### config.mk
export PLATFORM = sky130hd
export DESIGN_NAME = json_string_unescape
export DESIGN_NICKNAME = d
export VERILOG_FILES = /design/src/hdl/jsu_pkg.sv /design/src/hdl/jsu_decode.sv /design/src/hdl/jsu_skid.sv /design/src/hdl/json_string_unescape.sv
export VERILOG_INCLUDE_DIRS = /design/src /design/src/hdl
export SDC_FILE = /design/constraint.sdc
export NUM_CORES = 1
export LEC_CHECK = 0
export BUFFER_PORTS_ARGS = -buffer_cell sky130_fd_sc_hd__buf_2
export CAP_MARGIN = 10
export CORE_ASPECT_RATIO = 1.5
export CORE_UTILIZATION = 58
export DETAILED_ROUTE_END_ITERATION = 8
export HOLD_SLACK_MARGIN = 0.1
export PLACE_DENSITY = 0.8
export SLEW_MARGIN = 30
export SYNTH_ARGS = -nofsm -noshare
export SYNTH_HDL_FRONTEND = slang
export SYNTH_SLANG_ARGS = --single-unit
### constraint.sdc
create_clock -name i_clk -period 4.05 [get_ports i_clk]
set_input_delay 0 -clock i_clk [delete_from_list [all_inputs] [get_ports i_clk]]
set_output_delay 0 -clock i_clk [all_outputs]
set_load 0.05 [all_outputs]
### src/hdl/json_string_unescape_assert.svh
// ---------------------------------------------------------------------------
// JSON string unescape assertion macros
// Concurrent check wrappers on i_clk, with and without reset gating.
// ---------------------------------------------------------------------------
`ifndef JSON_STRING_UNESCAPE_ASSERT_SVH
`define JSON_STRING_UNESCAPE_ASSERT_SVH

// checked only while out of reset
`define JSU_ASSERT(lbl, prop, msg) \
    lbl: assert property (@(posedge i_clk) disable iff (!i_rst_n) (prop)) else $error(msg);

// checked at every edge, reset included
`define JSU_ASSERT_ALWAYS(lbl, prop, msg) \
    lbl: assert property (@(posedge i_clk) (prop)) else $error(msg);

`endif

### src/hdl/jsu_pkg.sv
// ---------------------------------------------------------------------------
// JSON string unescape package
// Word types, decoder phases, status codes and character constants.
// ---------------------------------------------------------------------------
`default_nettype none

package jsu_pkg;

    typedef struct packed {
        logic [7:0] in_byte;
        logic       last;
    } t_in_word;

    typedef struct packed {
        logic       has_byte;
        logic [7:0] out_byte;
        logic [1:0] status;
    } t_out_word;

    typedef enum logic [2:0] {
        PH_WS   = 3'd0,
        PH_BODY = 3'd1,
        PH_ESC  = 3'd2,
        PH_HEX  = 3'd3,
        PH_IDLE = 3'd4
    } t_phase;

    localparam logic [1:0] ST_RUN  = 2'd0;
    localparam logic [1:0] ST_DONE = 2'd1;
    localparam logic [1:0] ST_ERR  = 2'd2;

    localparam logic [1:0] HEX_LAST = 2'd3;

    localparam logic [7:0] CH_QUOTE  = 8'h22;
    localparam logic [7:0] CH_BSLASH = 8'h5C;
    localparam logic [7:0] CH_SLASH  = 8'h2F;
    localparam logic [7:0] CH_U      = 8'h75;
    localparam logic [7:0] CH_N      = 8'h6E;
    localparam logic [7:0] CH_T      = 8'h74;
    localparam logic [7:0] CH_R      = 8'h72;
    localparam logic [7:0] CH_B      = 8'h62;
    localparam logic [7:0] CH_F      = 8'h66;
    localparam logic [7:0] CH_SPACE  = 8'h20;
    localparam logic [7:0] CH_TAB    = 8'h09;
    localparam logic [7:0] CH_LF     = 8'h0A;
    localparam logic [7:0] CH_CR     = 8'h0D;
    localparam logic [7:0] CH_BS     = 8'h08;
    localparam logic [7:0] CH_FF     = 8'h0C;

    function automatic logic is_hex(input logic [7:0] c);
        return ((c >= 8'h30) && (c <= 8'h39)) ||
               ((c >= 8'h61) && (c <= 8'h66)) ||
               ((c >= 8'h41) && (c <= 8'h46));
    endfunction

    // value of a hex digit; only meaningful when is_hex holds
    function automatic logic [3:0] hex_val(input logic [7:0] c);
        logic [7:0] d;
        d = 8'h00;
        if (c <= 8'h39) begin
            d = c - 8'h30;
        end else if (c >= 8'h61) begin
            d = c - 8'h57;
        end else begin
            d = c - 8'h37;
        end
        return d[3:0];
    endfunction

endpackage

`default_nettype wire

### src/hdl/jsu_decode.sv
// ---------------------------------------------------------------------------
// JSU decoder
// Phase state machine; decodes one accepted word per cycle into a result.
// ---------------------------------------------------------------------------
`default_nettype none

module jsu_decode (
    input  wire logic               i_clk,
    input  wire logic               i_rst_n,
    input  wire logic               i_accept,
    input  wire jsu_pkg::t_in_word  i_word,
    output logic                    o_push,
    output jsu_pkg::t_out_word      o_result
);

    jsu_pkg::t_phase r_phase, n_phase;
    logic [1:0]      r_hex_count, n_hex_count;
    logic [7:0]      r_hex_value, n_hex_value;

    logic [7:0] c;
    logic       last;
    logic       fin;
    logic [1:0] fin_status;
    logic       emit;
    logic [7:0] ch;
    logic       idle;
    logic       hexv;
    logic [3:0] hexd;

    assign c    = i_word.in_byte;
    assign last = i_word.last;
    assign hexv = jsu_pkg::is_hex(c);
    assign hexd = jsu_pkg::hex_val(c);

    // classify the byte against the current phase
    always_comb begin
        fin        = 1'b0;
        fin_status = jsu_pkg::ST_ERR;
        emit       = 1'b0;
        ch         = 8'h00;
        idle       = 1'b0;
        unique case (r_phase)
            jsu_pkg::PH_WS: begin
                if (!(c == jsu_pkg::CH_SPACE || c == jsu_pkg::CH_TAB ||
                      c == jsu_pkg::CH_LF || c == jsu_pkg::CH_CR ||
                      c == jsu_pkg::CH_QUOTE)) begin
                    fin = 1'b1;
                end
            end
            jsu_pkg::PH_BODY: begin
                if (c == jsu_pkg::CH_QUOTE) begin
                    fin        = 1'b1;
                    fin_status = jsu_pkg::ST_DONE;
                end else if (c != jsu_pkg::CH_BSLASH) begin
                    emit = 1'b1;
                    ch   = c;
                end
            end
            jsu_pkg::PH_ESC: begin
                unique case (c)
                    jsu_pkg::CH_N:      begin emit = 1'b1; ch = jsu_pkg::CH_LF; end
                    jsu_pkg::CH_T:      begin emit = 1'b1; ch = jsu_pkg::CH_TAB; end
                    jsu_pkg::CH_R:      begin emit = 1'b1; ch = jsu_pkg::CH_CR; end
                    jsu_pkg::CH_B:      begin emit = 1'b1; ch = jsu_pkg::CH_BS; end
                    jsu_pkg::CH_F:      begin emit = 1'b1; ch = jsu_pkg::CH_FF; end
                    jsu_pkg::CH_QUOTE,
                    jsu_pkg::CH_BSLASH,
                    jsu_pkg::CH_SLASH:  begin emit = 1'b1; ch = c; end
                    jsu_pkg::CH_U:      ;
                    default:            fin = 1'b1;
                endcase
            end
            jsu_pkg::PH_HEX: begin
                if (!hexv) begin
                    fin = 1'b1;
                end else if (r_hex_count == jsu_pkg::HEX_LAST) begin
                    emit = 1'b1;
                    ch   = {r_hex_value[3:0], hexd};
                end
            end
            default: idle = 1'b1;
        endcase
    end

    // result
    always_comb begin
        o_push            = 1'b0;
        o_result.has_byte = 1'b0;
        o_result.out_byte = 8'h00;
        o_result.status   = jsu_pkg::ST_RUN;
        if (i_accept && !idle) begin
            priority if (fin) begin
                o_push          = 1'b1;
                o_result.status = fin_status;
            end else if (last) begin
                o_push          = 1'b1;
                o_result.status = jsu_pkg::ST_ERR;
            end else if (emit) begin
                o_push            = 1'b1;
                o_result.has_byte = 1'b1;
                o_result.out_byte = ch;
            end
        end
    end

    // next state
    always_comb begin
        n_phase     = r_phase;
        n_hex_count = r_hex_count;
        n_hex_value = r_hex_value;
        if (i_accept) begin
            priority if (idle) begin
                if (last) begin
                    n_phase     = jsu_pkg::PH_WS;
                    n_hex_count = 2'd0;
                    n_hex_value = 8'h00;
                end
            end else if (fin || last) begin
                n_phase     = last ? jsu_pkg::PH_WS : jsu_pkg::PH_IDLE;
                n_hex_count = 2'd0;
                n_hex_value = 8'h00;
            end else begin
                unique case (r_phase)
                    jsu_pkg::PH_WS: begin
                        if (c == jsu_pkg::CH_QUOTE) begin
                            n_phase = jsu_pkg::PH_BODY;
                        end
                    end
                    jsu_pkg::PH_BODY: begin
                        if (c == jsu_pkg::CH_BSLASH) begin
                            n_phase = jsu_pkg::PH_ESC;
                        end
                    end
                    jsu_pkg::PH_ESC: begin
                        if (c == jsu_pkg::CH_U) begin
                            n_phase     = jsu_pkg::PH_HEX;
                            n_hex_count = 2'd0;
                            n_hex_value = 8'h00;
                        end else begin
                            n_phase = jsu_pkg::PH_BODY;
                        end
                    end
                    jsu_pkg::PH_HEX: begin
                        if (r_hex_count == jsu_pkg::HEX_LAST) begin
                            n_phase     = jsu_pkg::PH_BODY;
                            n_hex_count = 2'd0;
                            n_hex_value = 8'h00;
                        end else begin
                            n_hex_count = r_hex_count + 2'd1;
                            n_hex_value = {r_hex_value[3:0], hexd};
                        end
                    end
                    default: ;
                endcase
            end
        end
    end

    always_ff @(posedge i_clk) begin
        if (!i_rst_n) begin
            r_phase     <= jsu_pkg::PH_WS;
            r_hex_count <= 2'd0;
            r_hex_value <= 8'h00;
        end else begin
            r_phase     <= n_phase;
            r_hex_count <= n_hex_count;
            r_hex_value <= n_hex_value;
        end
    end

endmodule

`default_nettype wire

### src/hdl/jsu_skid.sv
// ---------------------------------------------------------------------------
// JSU output buffer
// Result register plus one skid entry; stalls input only when both are full.
// ---------------------------------------------------------------------------
`default_nettype none

module jsu_skid (
    input  wire logic               i_clk,
    input  wire logic               i_rst_n,
    input  wire logic               i_push,
    input  wire jsu_pkg::t_out_word i_result,
    output logic                    o_full,
    output logic                    o_out_valid,
    input  wire logic               i_out_stall,
    output jsu_pkg::t_out_word      o_out_word
);

    logic               r_out_valid, n_out_valid;
    logic               r_skid_valid, n_skid_valid;
    jsu_pkg::t_out_word r_out_word, n_out_word;
    jsu_pkg::t_out_word r_skid_word, n_skid_word;
    logic               take;

    assign take        = r_out_valid && !i_out_stall;
    assign o_full      = r_skid_valid;
    assign o_out_valid = r_out_valid;
    assign o_out_word  = r_out_word;

    always_comb begin
        n_out_valid  = r_out_valid;
        n_skid_valid = r_skid_valid;
        n_out_word   = r_out_word;
        n_skid_word  = r_skid_word;
        if (take) begin
            priority if (r_skid_valid) begin
                n_out_word   = r_skid_word;
                n_skid_valid = 1'b0;
            end else if (i_push) begin
                n_out_word = i_result;
            end else begin
                n_out_valid = 1'b0;
            end
        end else if (i_push) begin
            if (!r_out_valid) begin
                n_out_word  = i_result;
                n_out_valid = 1'b1;
            end else begin
                n_skid_word  = i_result;
                n_skid_valid = 1'b1;
            end
        end
    end

    always_ff @(posedge i_clk) begin
        if (!i_rst_n) begin
            r_out_valid  <= 1'b0;
            r_skid_valid <= 1'b0;
        end else begin
            r_out_valid  <= n_out_valid;
            r_skid_valid <= n_skid_valid;
        end
    end

    always_ff @(posedge i_clk) begin
        r_out_word  <= n_out_word;
        r_skid_word <= n_skid_word;
    end

endmodule

`default_nettype wire

### src/hdl/json_string_unescape.sv
// ---------------------------------------------------------------------------
// JSON string unescape
// Decodes a leading JSON string literal, one byte per cycle unless stalled.
// ---------------------------------------------------------------------------
// One source byte is accepted every cycle unless the input is stalled. The
// decoder phase register is updated in the same cycle the byte is taken, so
// consecutive bytes follow back to back; each result word is registered into
// the output register, or the skid entry if that is held. A two-entry output
// buffer keeps input flowing while one result waits, and input stalls only
// when both entries are full. Whitespace, the opening quote, backslashes, the
// first three \u digits and bytes after done or error give no result word.
`default_nettype none

`include "json_string_unescape_assert.svh"

module json_string_unescape (
    input  wire logic               i_clk,
    input  wire logic               i_rst_n,
    input  wire logic               i_in_valid,
    output logic                    o_in_stall,
    input  wire jsu_pkg::t_in_word  i_in_word,
    output logic                    o_out_valid,
    input  wire logic               i_out_stall,
    output jsu_pkg::t_out_word      o_out_word
);

    logic               accept;
    logic               push;
    jsu_pkg::t_out_word result;
    logic               full;

    assign o_in_stall = full;
    assign accept     = i_in_valid && !full;

    jsu_decode u_decode (
        .i_clk    (i_clk),
        .i_rst_n  (i_rst_n),
        .i_accept (accept),
        .i_word   (i_in_word),
        .o_push   (push),
        .o_result (result)
    );

    jsu_skid u_skid (
        .i_clk       (i_clk),
        .i_rst_n     (i_rst_n),
        .i_push      (push),
        .i_result    (result),
        .o_full      (full),
        .o_out_valid (o_out_valid),
        .i_out_stall (i_out_stall),
        .o_out_word  (o_out_word)
    );

    `JSU_ASSERT(a_full_has_head, o_in_stall |-> o_out_valid, "skid full with empty head")
    `JSU_ASSERT(a_byte_is_run,
        o_out_valid && o_out_word.has_byte |-> o_out_word.status == jsu_pkg::ST_RUN,
        "decoded byte with final status")
    `JSU_ASSERT(a_status_code,
        o_out_valid |-> o_out_word.status <= jsu_pkg::ST_ERR, "undefined status code")
    `JSU_ASSERT_ALWAYS(a_reset_clear,
        !$past(i_rst_n) |-> !o_out_valid && !o_in_stall, "buffer not cleared by reset")

endmodule

`default_nettype wire
==> impl_metrics.env <==
export IMPL_period_share_pct=74.4
export IMPL_cts_buffers_inserted=5
export IMPL_synth_flop_cell="edfxtp_1"
export IMPL_cts_buffer_depth=2
export IMPL_grt_max_degree=18
export IMPL_critPathSlowestCell="dfxtp_1"
export IMPL_detail_route_wl_per_cell_microns=16.7
export IMPL_max_slew_margin_rel_pct=40.4
export IMPL_crit_fanout=13
export IMPL_seq_area_frac_synth_pct=41.1
export IMPL_gr_total_overflow=0
export IMPL_start_util_pct=61.6
export IMPL_avgSynthCellArea_sq_um=9.28
export IMPL_io_buffers=25
export IMPL_insertion_delay_ns=0.29
export IMPL_synth_edf_count=22
export IMPL_hold_path_class="in2reg"
export IMPL_ant_nets=0
export IMPL_drive_gt1_share_pct=20.3
export IMPL_layout_nets=273
export IMPL_cap_violations=0
export IMPL_cp_required_ns=4.04
export IMPL_yosysUniqueCellTypes=58
export IMPL_cts_setup_buffers=0
export IMPL_post_dp_cell_area_sq_mm=0.00228
export IMPL_met1_length_microns=2000
export IMPL_drt_total_wl_microns=4990
export IMPL_p_leak_uw=0.000880
export IMPL_holdPathStages=4
export IMPL_synth_most_common_cell="nand2_1"
export IMPL_vias=1848
export IMPL_first_global_vias=1785
export IMPL_tightest_slew_ns=0.871
export IMPL_synth_cells=231
export IMPL_fmax_ghz=0.332
export IMPL_drcViolationCount=0
export IMPL_critPathKind="reg2reg"
export IMPL_synth_top_area_share_pct=30.8
export IMPL_cts_num_sinks=33
export IMPL_synthTopCellsByCount="nand2_1, edfxtp_1, nor2_1, o21ai_0, dfxtp_1"
export IMPL_cp_start_kind="register"
export IMPL_fin_area_sq_mm=0.00239
export IMPL_finClkSkew_ns=0.00136
export IMPL_post_drt_via_cell_ratio=6.20
export IMPL_power_total_uw=759
export IMPL_chipWidth_microns=51.6
export IMPL_syn2layout_area_growth_pct=11.6
export IMPL_power_density_mw_per_mm2=317
export IMPL_die_h_microns=76.5
export IMPL_critPathMaxStageDelay_ns=0.53
export IMPL_layout_min_cycle_time_ns=3.01
export IMPL_dp_hpwl_microns=3890
export IMPL_clk_pin_slew_worst_paths_ns=0.06
export IMPL_end_kind="register"
export IMPL_run_status="finished clean"
export IMPL_synth_top_area_cell="edfxtp_1"
export IMPL_num_rows=26
export IMPL_maxSlewViolCount=0
export IMPL_cts_resized_gates=0
export IMPL_antenna_found_initial=0
export IMPL_setup_viol=0
export IMPL_coreArea_sq_mm=0.00348
export IMPL_die_area_sq_mm=0.00395
export IMPL_cp_cell_sequence="nor3b_1 > or3b_2 > a22oi_1 > a2111o_1 > nand2_1 > a32oi_1 > buf_4"
export IMPL_peakVddDrop_mv=0.291
export IMPL_hold_viol=0
export IMPL_final_util_pct=68.7
export IMPL_drt_pass1_iter_count=4
export IMPL_ff2ff_path_depth=7
export IMPL_cts_tree="done"
export IMPL_arrival_ns=3.01
export IMPL_synth_area_sq_mm=0.00214
export IMPL_highest_layer="met4"
export IMPL_cts_htree_levels=2
export IMPL_cts_root_buf="clkbuf_8"
export IMPL_wl_met2_microns=2750
export IMPL_antenna_cells=0
export IMPL_rsz0062_at_grt="no"
export IMPL_syn_nets=249
export IMPL_grt_usage_pct=27.8
export IMPL_gp_congestion=0.963
export IMPL_synth_seq_cells=33
export IMPL_drt_iter0_markers=51
export IMPL_grt_pass1_wl_microns=8240
export IMPL_yosys_warnings=0
export IMPL_tns_ns=0
export IMPL_async_reset_ff_share_pct=0
export IMPL_synth_area_leaders="edfxtp_1, dfxtp_1, nand2_1"
export IMPL_dr_wl_met3_microns=135
export IMPL_ios=26
==> layer usage <==
metal,global-route usage [%],up-vias
li1,-,920
met1,30.8,867
met2,49.7,53
met3,4.39,8
met4,12.4,0
met5,0,-
==> flip-flops by register name (all words and copies together) (netlist names) <==
register,flops
u_skid.o_full,1
u_decode.r_phase,3
u_decode.r_hex_count,2
u_skid.o_out_valid,1
u_decode.r_hex_value,4
u_skid.r_skid_word,11
u_skid.o_out_word,11
==> area by class of cell <==
class                   instances  area (sq um)
multi-input cells             178          1180
clock buffers                   6          72.6
repair buffers                 30           170
well taps                      42          52.6
inverters                       7          26.3
fillers                       312          1090
clock inverters                 2          10.0
flip-flops and latches         33           881
==> power breakdown <==
group	internal (uW)	leakage [uW]	switching (uW)	total, uW
combinational	39.4	0.000555	98.5	138
sequential	376	0.000280	7.87	383
clock	119	0.0000450	119	238
==> timing repair <==
item,4_1_cts,5_1_grt
hold endpoints to repair,8,0
hold buffers,3,0
endpoints found under the setup margin,0,0
==> worst max-delay path: cells and delay by family (launching register included) <==
| kind | cells | cell delay (ns) |
|---|---|---|
| compound gates | 3 | 0.80 |
| buf+inv | 1 | 0.23 |
| flops | 1 | 0.53 |
| simple gates | 3 | 1.16 |
==> placed cells by master (no fill, tap or decap), types with 4 or more instances in the layout <==
cell type,count
or2_2,5
inv_1,7
nand3b_1,5
o21ai_0,14
nor3_1,4
edfxtp_1,22
clkbuf_8,5
a211oi_1,5
ha_1,5
nor4_1,6
dfxtp_1,11
nand2b_1,6
mux2i_1,6
nor2_1,20
a21oi_1,7
nand2_1,29
buf_2,25
==> through the flow <==
step / hold slack, ns / worst slack, ns / instances
global route: 0.167 / 0.886 / 298
CTS: 0.146 / 1.10 / 298
detailed placement: 0.356 / 1.09 / 287
floorplan: 0.185 / 1.16 / 231
finish: 0.149 / 1.04 / 298
global placement: 0.341 / 1.23 / 287
==> worst paths after layout <==
kind / slack, ns / startpoint / endpoint
setup / recovery: 1.04 / u_decode.r_phase[0] / u_skid.o_out_word[2]
hold / removal: 0.15 / i_in_word[0] / u_decode.r_hex_value[2]
setup reg to reg: 1.04 / u_decode.r_phase[0] / u_skid.o_out_word[2]
hold reg to reg: 0.46 / u_decode.r_hex_value[3] / u_decode.r_hex_value[3]
==> cells by family (layout without fill, tap and decap cells) <==
group           after synthesis  after routing  synth area share (%)
buf+inv                      20             45                  4.09
xor+xnor                      2              2                 0.817
compound gates               64             64                  22.1
mux                           6              6                  2.80
simple gates                101            101                  26.2
fa+ha+maj                     5              5                  2.92
flops                        33             33                  41.1
Note: power is estimated with default switching activity, not from simulation.
